**src/sv/poar_pkg.sv**
```systemverilog
`timescale 1ns / 1ps

package poar_pkg;

  // Fixed width of an entry id on the ports.
  localparam int unsigned ENTRY_W = 4;

  // Function codes of an input word.
  localparam logic FUNC_GET = 1'b0;
  localparam logic FUNC_RET = 1'b1;

  typedef struct packed {
    logic               func;
    logic [ENTRY_W-1:0] entry_id;
  } in_word_t;

  typedef struct packed {
    logic [ENTRY_W-1:0] granted_id;
    logic               granted;
    logic               evicted;
    logic               overflow;
  } out_word_t;

  // Commands broadcast to every active-list cell. At most one is set.
  typedef struct packed {
    logic compact;  // close holes left by a removal, one place per cycle
    logic rotate;   // head moves to the tail, rest shift toward the head
    logic append;   // first free cell takes the new id
    logic remove;   // cells holding the given id go empty
  } list_ctrl_t;

  // Commands broadcast to every free-stack cell.
  typedef struct packed {
    logic push;
    logic pop;
  } stack_ctrl_t;

endpackage

```
**src/sv/poar_list_cell.sv**
```systemverilog
`timescale 1ns / 1ps

// One place of the ordered active list. Cell 0 is the oldest entry.
module poar_list_cell
  import poar_pkg::*;
#(
  parameter int unsigned ID_W = 4
) (
  input  logic            clk,
  input  logic            rst_n,
  input  list_ctrl_t      ctrl,
  input  logic            prev_valid,  // tied high on the head cell
  input  logic            next_valid,  // tied low on the tail cell
  input  logic [ID_W-1:0] next_id,
  input  logic [ID_W-1:0] head_id,
  input  logic [ID_W-1:0] new_id,
  input  logic [ID_W-1:0] del_id,
  output logic            valid,
  output logic [ID_W-1:0] id
);

  logic            valid_r, valid_nxt;
  logic [ID_W-1:0] id_r, id_nxt;

  always_comb begin
    valid_nxt = valid_r;
    id_nxt    = id_r;
    if (ctrl.compact) begin
      if (!valid_r && next_valid) begin
        valid_nxt = 1'b1;
        id_nxt    = next_id;
      end else if (valid_r && !prev_valid) begin
        valid_nxt = 1'b0;
      end
    end else if (ctrl.rotate) begin
      if (valid_r) begin
        id_nxt = next_valid ? next_id : head_id;
      end
    end else if (ctrl.append) begin
      if (!valid_r && prev_valid) begin
        valid_nxt = 1'b1;
        id_nxt    = new_id;
      end
    end else if (ctrl.remove) begin
      if (valid_r && (id_r == del_id)) begin
        valid_nxt = 1'b0;
      end
    end
  end

  always_ff @(posedge clk) begin
    if (!rst_n) begin
      valid_r <= 1'b0;
    end else begin
      valid_r <= valid_nxt;
    end
  end

  always_ff @(posedge clk) begin
    id_r <= id_nxt;
  end

  assign valid = valid_r;
  assign id    = id_r;

endmodule

```
**src/sv/poar_stack_cell.sv**
```systemverilog
`timescale 1ns / 1ps

// One place of the free stack. Cell 0 is the top.
module poar_stack_cell
  import poar_pkg::*;
#(
  parameter int unsigned ID_W     = 4,
  parameter int unsigned RESET_ID = 0
) (
  input  logic            clk,
  input  logic            rst_n,
  input  stack_ctrl_t     ctrl,
  input  logic [ID_W-1:0] prev_id,  // pushed id on the top cell
  input  logic [ID_W-1:0] next_id,
  output logic [ID_W-1:0] id
);

  logic [ID_W-1:0] id_r, id_nxt;

  always_comb begin
    id_nxt = id_r;
    if (ctrl.push) begin
      id_nxt = prev_id;
    end else if (ctrl.pop) begin
      id_nxt = next_id;
    end
  end

  always_ff @(posedge clk) begin
    if (!rst_n) begin
      id_r <= ID_W'(RESET_ID);
    end else begin
      id_r <= id_nxt;
    end
  end

  assign id = id_r;

endmodule

```
**src/sv/pool_allocator_oldest_reclaim.sv**
```systemverilog
`timescale 1ns / 1ps

// Pool allocator with reclaim of the oldest entry. A get word pops the top
// of the free stack and appends the id to the active list; with the stack
// empty it reclaims the oldest active id (evicted = 1) and moves it to the
// tail. A return word removes every copy of the id from the active list and
// pushes it on the free stack (overflow = 1 if the stack is full). Each word
// gives exactly one result word. A get needs no compaction, nor does a return
// that leaves no hole ahead of a live entry. A return that opens holes inside
// the active list holds in_stall while the cell chain closes them. Each
// cycle a live entry with a hole just ahead of it moves up one place; an
// entry directly behind a moving one does not move yet. So a hole travels one
// place per cycle toward the tail. Result words sit in a two-word output
// queue, so input is taken while one result still waits. After reset the
// stack holds ids 0 to POOL_SIZE-1 with the largest on top; no clearing
// pass is needed.
module pool_allocator_oldest_reclaim
  import poar_pkg::*;
#(
  parameter int unsigned POOL_SIZE = 16
) (
  input  logic      clk,
  input  logic      rst_n,
  input  logic      in_valid,
  input  in_word_t  in_data,
  output logic      in_stall,
  output logic      out_valid,
  input  logic      out_stall,
  output out_word_t out_data
);

  // Internal ids are wide enough for every pool id, never narrower than
  // the port field.
  localparam int unsigned IdW  = (POOL_SIZE > 16) ? $clog2(POOL_SIZE) : ENTRY_W;
  localparam int unsigned CntW = $clog2(POOL_SIZE + 1);
  localparam logic [CntW-1:0] CntFull = CntW'(POOL_SIZE);
  localparam logic [IdW:0]    IdLimit = (IdW + 1)'(POOL_SIZE);
  localparam logic [1:0]      OqFull  = 2'd2;

  // ---------------------------------------------------------------------
  // Cell chains
  // ---------------------------------------------------------------------
  logic [POOL_SIZE-1:0] lst_vld;
  logic [IdW-1:0]       lst_id [POOL_SIZE];
  logic [IdW-1:0]       stk_id [POOL_SIZE];
  logic [POOL_SIZE-1:0] gap_vec;

  list_ctrl_t  lst_ctrl;
  stack_ctrl_t stk_ctrl;
  logic [IdW-1:0] del_id;
  logic [IdW-1:0] push_id;

  genvar k;
  generate
    for (k = 0; k < POOL_SIZE; k++) begin : g_cell
      logic           prev_v;
      logic           next_v;
      logic [IdW-1:0] next_lid;
      logic [IdW-1:0] prev_sid;
      logic [IdW-1:0] next_sid;

      if (k == 0) begin : g_head
        assign prev_v   = 1'b1;
        assign prev_sid = push_id;
      end else begin : g_mid
        assign prev_v   = lst_vld[k-1];
        assign prev_sid = stk_id[k-1];
      end

      if (k == POOL_SIZE - 1) begin : g_tail
        assign next_v     = 1'b0;
        assign next_lid   = '0;
        assign next_sid   = stk_id[k];
        assign gap_vec[k] = 1'b0;
      end else begin : g_body
        assign next_v     = lst_vld[k+1];
        assign next_lid   = lst_id[k+1];
        assign next_sid   = stk_id[k+1];
        // hole followed by a live entry: compaction still running
        assign gap_vec[k] = !lst_vld[k] && lst_vld[k+1];
      end

      poar_list_cell #(
        .ID_W (IdW)
      ) u_list (
        .clk        (clk),
        .rst_n      (rst_n),
        .ctrl       (lst_ctrl),
        .prev_valid (prev_v),
        .next_valid (next_v),
        .next_id    (next_lid),
        .head_id    (lst_id[0]),
        .new_id     (stk_id[0]),
        .del_id     (del_id),
        .valid      (lst_vld[k]),
        .id         (lst_id[k])
      );

      // top of stack is cell 0 and resets to the largest id
      poar_stack_cell #(
        .ID_W     (IdW),
        .RESET_ID (POOL_SIZE - 1 - k)
      ) u_stack (
        .clk     (clk),
        .rst_n   (rst_n),
        .ctrl    (stk_ctrl),
        .prev_id (prev_sid),
        .next_id (next_sid),
        .id      (stk_id[k])
      );
    end
  endgenerate

  logic gap;
  assign gap = |gap_vec;

  // ---------------------------------------------------------------------
  // Word decode
  // ---------------------------------------------------------------------
  logic [CntW-1:0] free_cnt_r, free_cnt_nxt;
  logic [1:0]      oq_cnt_r, oq_cnt_nxt;
  logic            in_acc;
  logic            is_get;
  logic            id_ok;
  logic            free_nz;
  logic            free_full;
  out_word_t       res;

  assign in_stall  = gap || (oq_cnt_r == OqFull);
  assign in_acc    = in_valid && !in_stall;
  assign is_get    = (in_data.func == FUNC_GET);
  assign del_id    = IdW'(in_data.entry_id);
  assign push_id   = del_id;
  assign id_ok     = ({1'b0, del_id} < IdLimit);
  assign free_nz   = (free_cnt_r != '0);
  assign free_full = (free_cnt_r == CntFull);

  always_comb begin
    lst_ctrl     = '0;
    stk_ctrl     = '0;
    res          = '0;
    free_cnt_nxt = free_cnt_r;
    if (gap) begin
      lst_ctrl.compact = 1'b1;
    end else if (in_acc) begin
      if (is_get) begin
        if (free_nz) begin
          // pop a free id; the list cells take it as the new tail
          stk_ctrl.pop    = 1'b1;
          lst_ctrl.append = 1'b1;
          free_cnt_nxt    = free_cnt_r - 1'b1;
          res.granted_id  = stk_id[0][ENTRY_W-1:0];
          res.granted     = 1'b1;
        end else if (lst_vld[0]) begin
          // reclaim the oldest active id
          lst_ctrl.rotate = 1'b1;
          res.granted_id  = lst_id[0][ENTRY_W-1:0];
          res.granted     = 1'b1;
          res.evicted     = 1'b1;
        end
      end else if (id_ok) begin
        lst_ctrl.remove = 1'b1;
        if (!free_full) begin
          stk_ctrl.push = 1'b1;
          free_cnt_nxt  = free_cnt_r + 1'b1;
        end else begin
          res.overflow = 1'b1;
        end
      end
    end
  end

  always_ff @(posedge clk) begin
    if (!rst_n) begin
      free_cnt_r <= CntFull;
    end else begin
      free_cnt_r <= free_cnt_nxt;
    end
  end

  // ---------------------------------------------------------------------
  // Two-word output queue; oq_head_r drives the port
  // ---------------------------------------------------------------------
  out_word_t oq_head_r, oq_head_nxt;
  out_word_t oq_tail_r, oq_tail_nxt;
  logic      oq_pop;

  assign oq_pop = (oq_cnt_r != 2'd0) && !out_stall;

  always_comb begin
    oq_head_nxt = oq_head_r;
    oq_tail_nxt = oq_tail_r;
    oq_cnt_nxt  = oq_cnt_r + {1'b0, in_acc} - {1'b0, oq_pop};
    if (oq_cnt_r == OqFull) begin
      if (oq_pop) begin
        oq_head_nxt = oq_tail_r;
      end
    end else if (oq_cnt_r == 2'd1) begin
      if (in_acc) begin
        if (oq_pop) begin
          oq_head_nxt = res;
        end else begin
          oq_tail_nxt = res;
        end
      end
    end else begin
      if (in_acc) begin
        oq_head_nxt = res;
      end
    end
  end

  always_ff @(posedge clk) begin
    if (!rst_n) begin
      oq_cnt_r <= 2'd0;
    end else begin
      oq_cnt_r <= oq_cnt_nxt;
    end
  end

  always_ff @(posedge clk) begin
    oq_head_r <= oq_head_nxt;
    oq_tail_r <= oq_tail_nxt;
  end

  assign out_valid = (oq_cnt_r != 2'd0);
  assign out_data  = oq_head_r;

endmodule
```
**config.mk**
```make
export PLATFORM = sky130hd
export DESIGN_NAME = pool_allocator_oldest_reclaim
export DESIGN_NICKNAME = d
export VERILOG_FILES = /design/src/sv/poar_pkg.sv /design/src/sv/poar_list_cell.sv /design/src/sv/poar_stack_cell.sv /design/src/sv/pool_allocator_oldest_reclaim.sv
export SDC_FILE = /design/constraint.sdc
export NUM_CORES = 1
export LEC_CHECK = 0
export ABC_AREA = 1
export BUFFER_PORTS_ARGS = -buffer_cell sky130_fd_sc_hd__buf_2
export CAP_MARGIN = 20
export CORE_MARGIN = 4
export CORE_UTILIZATION = 25
export CTS_BUF_LIST = sky130_fd_sc_hd__clkbuf_2
export DETAILED_ROUTE_END_ITERATION = 10
export SLEW_MARGIN = 20
export SYNTH_ARGS = -nofsm -noshare
export SYNTH_HDL_FRONTEND = slang
export SYNTH_SLANG_ARGS = --single-unit
```
**constraint.sdc**
```tcl
create_clock -name clk -period 3.45 [get_ports clk]
set_input_delay 0.345 -clock clk [delete_from_list [all_inputs] [get_ports clk]]
set_output_delay 0.345 -clock clk [all_outputs]
set_load 0.01 [all_outputs]
```
==> results of run 1 <==
==> area by class of cell <==
type | instances | area, um2
clock buffers | 18 | 90.1
clock inverters | 14 | 156
fillers | 3979 | 26600
inverters | 147 | 552
multi-input cells | 900 | 4370
flip-flops and latches | 165 | 4080
well taps | 468 | 586
repair buffers | 46 | 318
==> stage by stage <==
step / instance area [um2] / hold slack (ns) / setup WS [ns]
global route: 10200 / 0.0150 / 0.0790
CTS: 10100 / 0.0111 / 0.216
detailed placement: 9890 / 0.446 / 0.265
finish: 10200 / 0.0714 / 0.316
global placement: 9890 / 0.439 / 0.399
floorplan: 9360 / 0.422 / 1.08
==> cells in the final DEF, fill, tap and decap left out, types with 2 or more instances in the layout <==
cell type	count
o22ai_1	29
nand2_2	3
inv_2	18
nand3_1	66
clkinv_4	2
nor2_2	11
clkbuf_2	18
edfxtp_1	78
xor2_1	4
clkinv_2	2
o21ai_1	13
inv_4	3
o211ai_1	49
nor2_1	122
dfxtp_1	87
inv_1	131
a21oi_1	89
ha_1	5
bufinv_16	3
o21ai_0	99
nor3_1	11
o21bai_1	3
xnor2_1	14
nand2_1	331
a211oi_1	5
buf_4	27
buf_2	17
nand4_1	14
o2111ai_1	2
o221ai_1	2
a31oi_1	13
nor4_1	3
==> where the power goes <==
| part | internal [mW] | total (mW) | switching [mW] |
|---|---|---|---|
| registers | 3.33 | 3.90 | 0.571 |
| clock network | 0.406 | 1.13 | 0.725 |
| logic | 2.02 | 6.15 | 4.12 |
| total | 5.76 | 11.2 | 5.42 |
==> critical path: cells and delay by family, from the launching register on <==
family / cells / cell delay (ns)
AND/OR/NAND/NOR: 9 / 2.00
flip-flops: 1 / 0.54
AO/OA/AOI/OAI: 2 / 0.31
buffers and inverters: 1 / 0.11
==> state kept, by name, indices dropped and copies added, names as in the netlist <==
name / count
g_cell.u_stack.id: 64
g_cell.u_list.valid: 16
oq_cnt_r: 2
oq_tail_r: 7
free_cnt_r: 5
g_cell.u_list.id: 64
out_data: 7
==> per-layer routing <==
layer,wire (um),GRT usage,vias to the layer above
li1,-,-,4291
met1,12200,0.181,4111
met5,0,0,-
met4,413,0.0293,0
met2,12600,0.208,322
met3,2030,0.0288,37
==> final timing paths <==
| kind | start | to | slack (ns) |
|---|---|---|---|
| min | out_stall | oq_tail_r[3] | 0.07 |
| min reg2reg | oq_cnt_r[1] | oq_cnt_r[1] | 0.47 |
| max | g_cell[8].u_list.valid | g_cell[3].u_list.id[1] | 0.32 |
| max reg2reg | g_cell[8].u_list.valid | g_cell[3].u_list.id[1] | 0.32 |
==> what timing repair did <==
item                                   CTS  global route
setup endpoints to repair                0             0
endpoints found under the hold margin    3             0
hold buffers                             1             0
==> cells by family (layout without fill, tap and decap cells) <==
family                   after synthesis  in the layout
AND/OR/NAND/NOR                      565            565
flip-flops                           165            165
buffers and inverters                225            225
adder cells (fa/ha/maj)                6              6
XOR/XNOR                              18             18
AO/OA/AOI/OAI                        311            311
==> flow_metrics.py, run 1 <==
metrics = {
    "cells_and_area": {
        "final_core_util": 0.276,
        "final_net_count": 1292,
        "layout-drive-gt1-share": 0.0876,
        "area_growth_pct": 8.50,
        "diodes": 0,
        "final_cell_count_no_fill": 1758,
    },
    "critical_path": {
        "worstPathMaxFanout": 16,
        "slowest_stage": "nor2_2",
        "critPathKind": "reg2reg",
        "end_kind": "flop",
        "crit_required_ns": 4.06,
        "worstPathArrival_ns": 3.74,
        "slowest_delay_ns": 0.84,
        "r2r_cells": 12,
        "crit_chain": "inv_2 > nand2_1 > nand2_1 > nor2_1 > nand2_1 > nor2_2 > nand2_2 > nor2_2 > nand2_2 > nor2_2 > a21oi_1 > o21ai_0",
        "start_kind": "flop",
    },
    "cts": {
        "cts-root-buf": "clkbuf_2",
        "cts.htree.levels": 4,
        "post_cts_buffers": 0,
        "cts_buffers": 17,
        "postCtsResizedCells": 0,
        "clock_path_buffers": 2,
        "clkSinkCount": 165,
        "clk_latency_ns": 0.79,
        "cts_tree": "built",
        "clk_pin_slew_ns": 0.26,
    },
    "global_routing": {
        "grt_pass1_vias": 8006,
        "grt_usage": 0.130,
        "grt_max_degree": 65,
        "overflow": 0,
        "grt_pass1_wl_mm": 43.3,
        "antenna_found_initial": 0,
    },
    "timing": {
        "finalHoldViolations": 0,
        "slew_violations": 0,
        "fmax_ghz": 0.319,
        "setup-violations-final": 0,
        "fin_crit_sh": 0.909,
        "slew_headroom": 0.334,
        "fin_tns_setup_ns": 0,
        "worst_pin_slew_ns": 0.998,
        "period_needed_ns": 3.13,
        "rsz0062_at_grt": "no",
        "fin_skew_ns": 0.0432,
    },
    "logic_synthesis": {
        "synth_compound_gate_area_share": 0.192,
        "synth_top_family_by_area": "simple AND/OR/NAND/NOR gates",
        "synth_area_per_cell_um2": 7.26,
        "syn_inst": 1290,
        "synthAdderAreaFrac": 0.00882,
        "synth-xor-area-share": 0.0168,
        "synth_mux_area_frac": 0,
        "synth.area.top_cells": "edfxtp_1, dfxtp_1, nand2_1",
        "synth.largest_area_cell": "edfxtp_1",
        "synth-seq-area-share": 0.436,
        "synth-simple-area-share": 0.248,
        "synth.most_common_cell": "nand2_1",
        "synth-edff-count": 78,
        "syn_nets": 1305,
        "synthesis.area_mm2": 0.00936,
        "synth_commonest_cells": "nand2_1, inv_1, nor2_1",
        "ys_async_sr_fraction": 0,
        "synth_ff_type": "dfxtp_1",
        "yosys_warnings": 0,
        "synth_cell_types": 41,
        "ys_ff_latch": 165,
        "netlist.area_leader.share": 0.250,
    },
    "routing": {
        "dr.pass1.iters": 6,
        "drc": 0,
        "ant_nets": 0,
        "drtIter0Drc": 957,
        "vias": 8761,
        "wl_per_cell_um": 15.5,
        "drt_wl_total_mm": 27.3,
        "vias_per_cell": 4.98,
    },
    "floorplan": {
        "die_x_um": 201,
        "coreArea_mm2": 0.0368,
        "floorplan.rows": 70,
        "die_h_um": 201,
        "io_pins": 18,
        "start_util": 0.254,
        "die-area_mm2": 0.0406,
    },
    "min_path": {
        "hold_path_depth": 3,
        "hp-class": "in2reg",
    },
    "power": {
        "power_density_mw_per_mm2": 1100,
        "power_mw": 11.2,
        "vdd_ir_drop_max_mv": 0.317,
        "p_leak_nw": 4.30,
    },
    "placed_design": {
        "port_buffers": 17,
        "dpl.cell_count": 1724,
        "hpwl_mm": 17.8,
        "gp_congestion": 0.883,
    },
    "run_status": {
        "outcome": "finished clean",
    },
    "run": {
        "max_cap_viol_count": 0,
    },
}
(Power assumes the default switching activity.)
==> run 2, diff against run 1 <==
--- a/config.mk
+++ b/config.mk
@@ -6,7 +6,7 @@
 export NUM_CORES = 1
 export LEC_CHECK = 0
 export ABC_AREA = 1
-export BUFFER_PORTS_ARGS = -buffer_cell sky130_fd_sc_hd__buf_2
+export BUFFER_PORTS_ARGS = -buffer_cell sky130_fd_sc_hd__buf_4
 export CAP_MARGIN = 20
 export CORE_MARGIN = 4
 export CORE_UTILIZATION = 25
==> flow_metrics.py, run 2 (synthesis gave the netlist of run 1 again) <==
metrics = {
    "critical_path": {
        "critPathBufInv": 3,
        "slowest_delay_ns": 0.66,
        "r2r_start": "g_cell[4].u_list.valid",
        "cp.depth": 14,
        "ff2ff_setup_slack_ns": 0.25,
        "start_kind": "flop",
        "timing.rr.end": "g_cell[14].u_list.id[0]",
        "worstPathMaxFanout": 14,
        "end_kind": "flop",
        "r2r_cells": 14,
        "slowest_stage": "nor2_2",
        "critPathKind": "reg2reg",
        "crit_required_ns": 4.08,
        "crit_chain": "inv_2 > nand2_1 > nand2_1 > nor2_1 > nand2_1 > nor2_2 > buf_4 > nand2_2 > nor2_2 > nand2_2 > buf_4 > nor2_2 > o22ai_1 > nand3_1",
        "critPathTopFamily": "simple AND/OR/NAND/NOR gates",
        "worstPathArrival_ns": 3.83,
    },
    "power": {
        "power_density_mw_per_mm2": 1100,
        "internal-power_mw": 5.77,
        "combPwrFrac": 0.557,
        "clock_power_share": 0.096,
        "vdd_ir_drop_max_mv": 0.439,
        "p_leak_nw": 4.33,
        "sequentialPowerShare": 0.347,
        "power.switching_mw": 5.52,
        "swShare": 0.489,
    },
    "cells_and_area": {
        "layout_commonest_cell": "nand2_1",
        "layout-drive-gt1-share": 0.0919,
        "diodes": 0,
        "final_cell_count_no_fill": 1763,
        "area_growth_pct": 9.41,
        "final_net_count": 1297,
        "mostFrequentLayoutCells": "nand2_1, inv_1, nor2_1",
    },
    "timing": {
        "slew_violations": 0,
        "fin_skew_ns": 0.0406,
        "fin_crit_sh": 0.927,
        "rsz0062_at_grt": "no",
        "fmax_ghz": 0.313,
        "finalHoldViolations": 0,
        "worst_pin_slew_ns": 1.18,
        "slew_headroom": 0.211,
        "fin_tns_setup_ns": 0,
        "period_needed_ns": 3.20,
        "setup-violations-final": 0,
    },
    "floorplan": {
        "die_h_um": 201,
        "io_pins": 18,
        "die-area_mm2": 0.0406,
        "die_x_um": 201,
        "start_util": 0.254,
        "coreArea_mm2": 0.0368,
        "floorplan.rows": 70,
    },
    "routing": {
        "vias": 8792,
        "dr.pass1.iters": 6,
        "drc": 0,
        "ant_nets": 0,
        "vias_per_cell": 4.99,
        "wl_per_cell_um": 15.7,
        "drtIter0Drc": 950,
        "drt_wl_total_mm": 27.6,
    },
    "global_routing": {
        "grt_usage": 0.133,
        "grt_max_degree": 65,
        "overflow": 0,
        "grt_pass1_vias": 8220,
        "grt_pass1_wl_mm": 44.1,
        "antenna_found_initial": 0,
    },
    "min_path": {
        "hold_path_depth": 4,
        "hold_end": "free_cnt_r[4]",
        "min-delay-start": "in_valid",
        "hp-class": "in2reg",
    },
    "cts": {
        "cts.htree.levels": 4,
        "clk_pin_slew_ns": 0.26,
        "cts_buffers": 17,
        "clkSinkCount": 165,
        "hold_buffers": 1,
        "clock_path_buffers": 2,
        "post_cts_buffers": 0,
        "cts-root-buf": "clkbuf_2",
        "cts_tree": "built",
        "clk_latency_ns": 0.78,
        "postCtsResizedCells": 0,
    },
    "placed_design": {
        "gp_congestion": 0.867,
        "port_buffers": 17,
        "dpl.cell_count": 1730,
        "hpwl_mm": 18.0,
    },
    "run_status": {
        "outcome": "finished clean",
    },
    "run": {
        "max_cap_viol_count": 0,
    },
}
[run 2: changes by cell type in the layout (fill, tap and decap cells not counted), sizes merged]
| cell | before | now |
|---|---|---|
| inv | 153 | 150 |
| bufinv | 3 | 2 |
| clkbuf | 18 | 17 |
| buf | 45 | 50 |
| clkinvlp | 0 | 3 |
| clkinv | 5 | 7 |
[run 2: worst reg2reg max path, cell delays in order (launching register included)]
cell,delay [ns]
dfxtp_1,0.56
inv_2,0.10
nand2_1,0.11
nand2_1,0.08
nor2_1,0.09
nand2_1,0.07
nor2_2,0.16
buf_4,0.22
nand2_2,0.09
nor2_2,0.10
nand2_2,0.21
buf_4,0.26
nor2_2,0.66
o22ai_1,0.21
nand3_1,0.12
[run 2: layout make-up]
cell class / instances / area, um2
clock buffer: 17 / 85.1
clock inverter: 15 / 154
fill: 3982 / 26500
inverter: 147 / 552
multi-input combinational: 900 / 4370
sequential: 165 / 4080
tap: 468 / 586
timing repair buffer: 51 / 410
[run 2: per-stage QoR]
stage                      util  instance area [um2]  hold slack (ns)  total power, mW  worst slack, ns
final                     0.278                10200            0.103             11.3            0.253
after global routing      0.278                10200           0.0181             12.3            0.132
after global placement    0.272                 9990            0.440             10.0            0.467
after floorplan               -                 9360            0.422             8.16             1.08
after CTS                 0.278                10200           0.0142             11.2            0.336
after detailed placement  0.272                 9990            0.451             10.1            0.398
[run 2: power by group through the flow]
stage / combinational [mW] / sequential [mW] / clock, mW
after floorplan: 4.42 / 3.74 / 0
after global placement: 6.11 / 3.93 / 0
after detailed placement: 6.16 / 3.95 / 0
after CTS: 6.20 / 3.90 / 1.11
after global routing: 7.09 / 4.00 / 1.20
final: 6.28 / 3.92 / 1.09
[run 2: per-layer routing]
metal | routed length [um] | GRT usage | vias up
met5 | 0 | 0 | -
met4 | 519 | 0.0359 | 0
met3 | 2090 | 0.0282 | 40
met2 | 12500 | 0.213 | 371
met1 | 12500 | 0.182 | 4084
li1 | - | - | 4297
[run 2: how the worst max path moves through the flow]
stage / start / endpoint
finish: g_cell[4].u_list.valid / g_cell[14].u_list.id[0]
CTS: g_cell[4].u_list.valid / g_cell[14].u_list.id[0]
floorplan: g_cell[2].u_list.valid / g_cell[2].u_list.id[0]
detailed placement: g_cell[7].u_list.valid / g_cell[14].u_list.id[0]
global route: g_cell[7].u_list.valid / g_cell[6].u_list.id[0]
global placement: g_cell[7].u_list.valid / g_cell[14].u_list.id[0]
==> run 3, diff against run 2 <==
--- a/config.mk
+++ b/config.mk
@@ -12,6 +12,7 @@
 export CORE_UTILIZATION = 25
 export CTS_BUF_LIST = sky130_fd_sc_hd__clkbuf_2
 export DETAILED_ROUTE_END_ITERATION = 10
+export SETUP_SLACK_MARGIN = 0.5
 export SLEW_MARGIN = 20
 export SYNTH_ARGS = -nofsm -noshare
 export SYNTH_HDL_FRONTEND = slang
==> flow_metrics.py, run 3 (synthesis gave the netlist of run 1 again) <==
metrics = {
    "timing": {
        "finalHoldViolations": 0,
        "fin_skew_ns": 0.0411,
        "worst_pin_slew_ns": 1.04,
        "setup-violations-final": 0,
        "period_needed_ns": 2.90,
        "slew_headroom": 0.306,
        "fin_tns_setup_ns": 0,
        "fin_crit_sh": 0.842,
        "slew_violations": 0,
        "rsz0062_at_grt": "yes",
        "fmax_ghz": 0.344,
    },
    "critical_path": {
        "start_kind": "flop",
        "worstPathMaxFanout": 10,
        "end_kind": "flop",
        "worstPathArrival_ns": 3.33,
        "slowest_stage": "dfxtp_1",
        "crit_path_frequent_cell": "nand2_1",
        "crit_required_ns": 3.88,
        "slowest_delay_ns": 0.49,
        "r2r_start": "g_cell[9].u_list.valid",
        "crit_chain": "inv_2 > nand2_1 > nand2_1 > nor2_1 > nand2_1 > nor2_2 > buf_4 > nand2_2 > nor2_2 > nand2_2 > nand2_1 > nand2_1 > nor3_1",
        "startpoint": "g_cell[9].u_list.valid",
        "critPathKind": "reg2reg",
    },
    "power": {
        "sequentialPowerShare": 0.344,
        "power.switching_mw": 5.59,
        "power_density_mw_per_mm2": 1100,
        "internal-power_mw": 5.82,
        "clock_power_share": 0.095,
        "vdd_ir_drop_max_mv": 0.465,
        "combPwrFrac": 0.561,
        "swShare": 0.490,
        "power_mw": 11.4,
        "p_leak_nw": 4.35,
    },
    "cts": {
        "cts_tree": "built",
        "cts_buffers": 17,
        "clock_path_buffers": 2,
        "clkSinkCount": 165,
        "clk_latency_ns": 0.78,
        "cts.htree.levels": 4,
        "clk_pin_slew_ns": 0.24,
        "cts-root-buf": "clkbuf_2",
    },
    "placed_design": {
        "port_buffers": 17,
        "place_area_mm2": 0.00999,
        "gp_congestion": 0.867,
        "hpwl_mm": 18.0,
    },
    "run_status": {
        "outcome": "finished clean",
    },
    "cells_and_area": {
        "layout-drive-gt1-share": 0.110,
        "multi_input_area_mm2": 0.00446,
        "final_net_count": 1298,
        "regArea_mm2": 0.00409,
        "final_core_util": 0.282,
        "final_cell_area_mm2": 0.0104,
        "mostFrequentLayoutCells": "nand2_1, inv_1, nor2_1",
        "diodes": 0,
        "layout_commonest_cell": "nand2_1",
        "area_growth_pct": 10.7,
        "fill_cells": 3976,
    },
    "floorplan": {
        "die_x_um": 201,
        "die-area_mm2": 0.0406,
        "start_util": 0.254,
        "io_pins": 18,
        "die_h_um": 201,
        "floorplan.rows": 70,
        "coreArea_mm2": 0.0368,
    },
    "global_routing": {
        "grt_pass1_wl_mm": 44.2,
        "use_met2": 0.213,
        "grt_max_degree": 65,
        "grt_usage": 0.133,
        "grtUsageMet1": 0.182,
        "antenna_found_initial": 0,
        "met3_usage": 0.0284,
        "overflow": 0,
        "grt_pass1_vias": 8245,
        "grt_busiest_layer": "met2",
    },
    "routing": {
        "ant_nets": 0,
        "dr.pass1.iters": 8,
        "drc": 0,
        "drt_wl_total_mm": 27.7,
        "drtIter0Drc": 947,
        "vias_per_cell": 5.02,
        "vias": 8861,
        "wl_per_cell_um": 15.7,
    },
    "run": {
        "max_cap_viol_count": 0,
    },
    "min_path": {
        "hp-class": "in2reg",
        "min-delay-start": "in_valid",
    },
}
run 3: layout make-up:
| class | instances | area share |
|---|---|---|
| clock buffers | 17 | 0.00821 |
| repair buffers | 52 | 0.0421 |
| multi-input cells | 900 | 0.430 |
| well taps | 468 | 0.0565 |
| flip-flops and latches | 165 | 0.395 |
| clock inverters | 15 | 0.0149 |
| inverters | 147 | 0.0532 |
run 3: power by group through the flow:
stage	Combinational, mW	Clock (mW)	Sequential, mW
2_1_floorplan	4.42	0	3.74
3_3_place_gp	6.11	0	3.93
3_5_place_dp	6.16	0	3.95
4_1_cts	6.21	1.11	3.90
5_1_grt	7.22	1.20	4.01
6_report	6.40	1.09	3.92
run 3: final timing paths:
path	cells after the start	endpoint	slack, ns
setup reg to reg	13	g_cell[14].u_list.id[0]	0.55
hold / removal	4	free_cnt_r[4]	0.1
setup / recovery	13	g_cell[14].u_list.id[0]	0.55
hold reg to reg	2	g_cell[7].u_stack.id[0]	0.47
run 3: layer usage:
layer,part of all wire,up-vias
li1,-,4305
met1,0.45,4138
met2,0.45,373
met3,0.075,45
met4,0.021,0
met5,0,-
run 3: per-stage QoR:
stage	setup slack [ns]	std cells	hold WS, ns
final	0.546	1764	0.0990
after global routing	0.380	1764	0.0197
after CTS	0.494	1763	0.0142
after detailed placement	0.398	1730	0.451
after global placement	0.467	1730	0.440
after floorplan	1.08	1290	0.422
run 3: repair_timing:
item / 4_1_cts / 5_1_grt
hold buffers: 1 / 0
resized for setup: 3 / 26
buffers inserted: 0 / 1
hold endpoints to repair: 3 / 0
setup endpoints to repair: 23 / 118
cloned: 0 / 0
pin swaps: 0 / 2
run 3: critical path, delay by kind of cell, from the launching register on:
family / cells / cell delay (ns)
buf+inv: 2 / 0.34
flops: 1 / 0.49
simple gates: 11 / 1.71
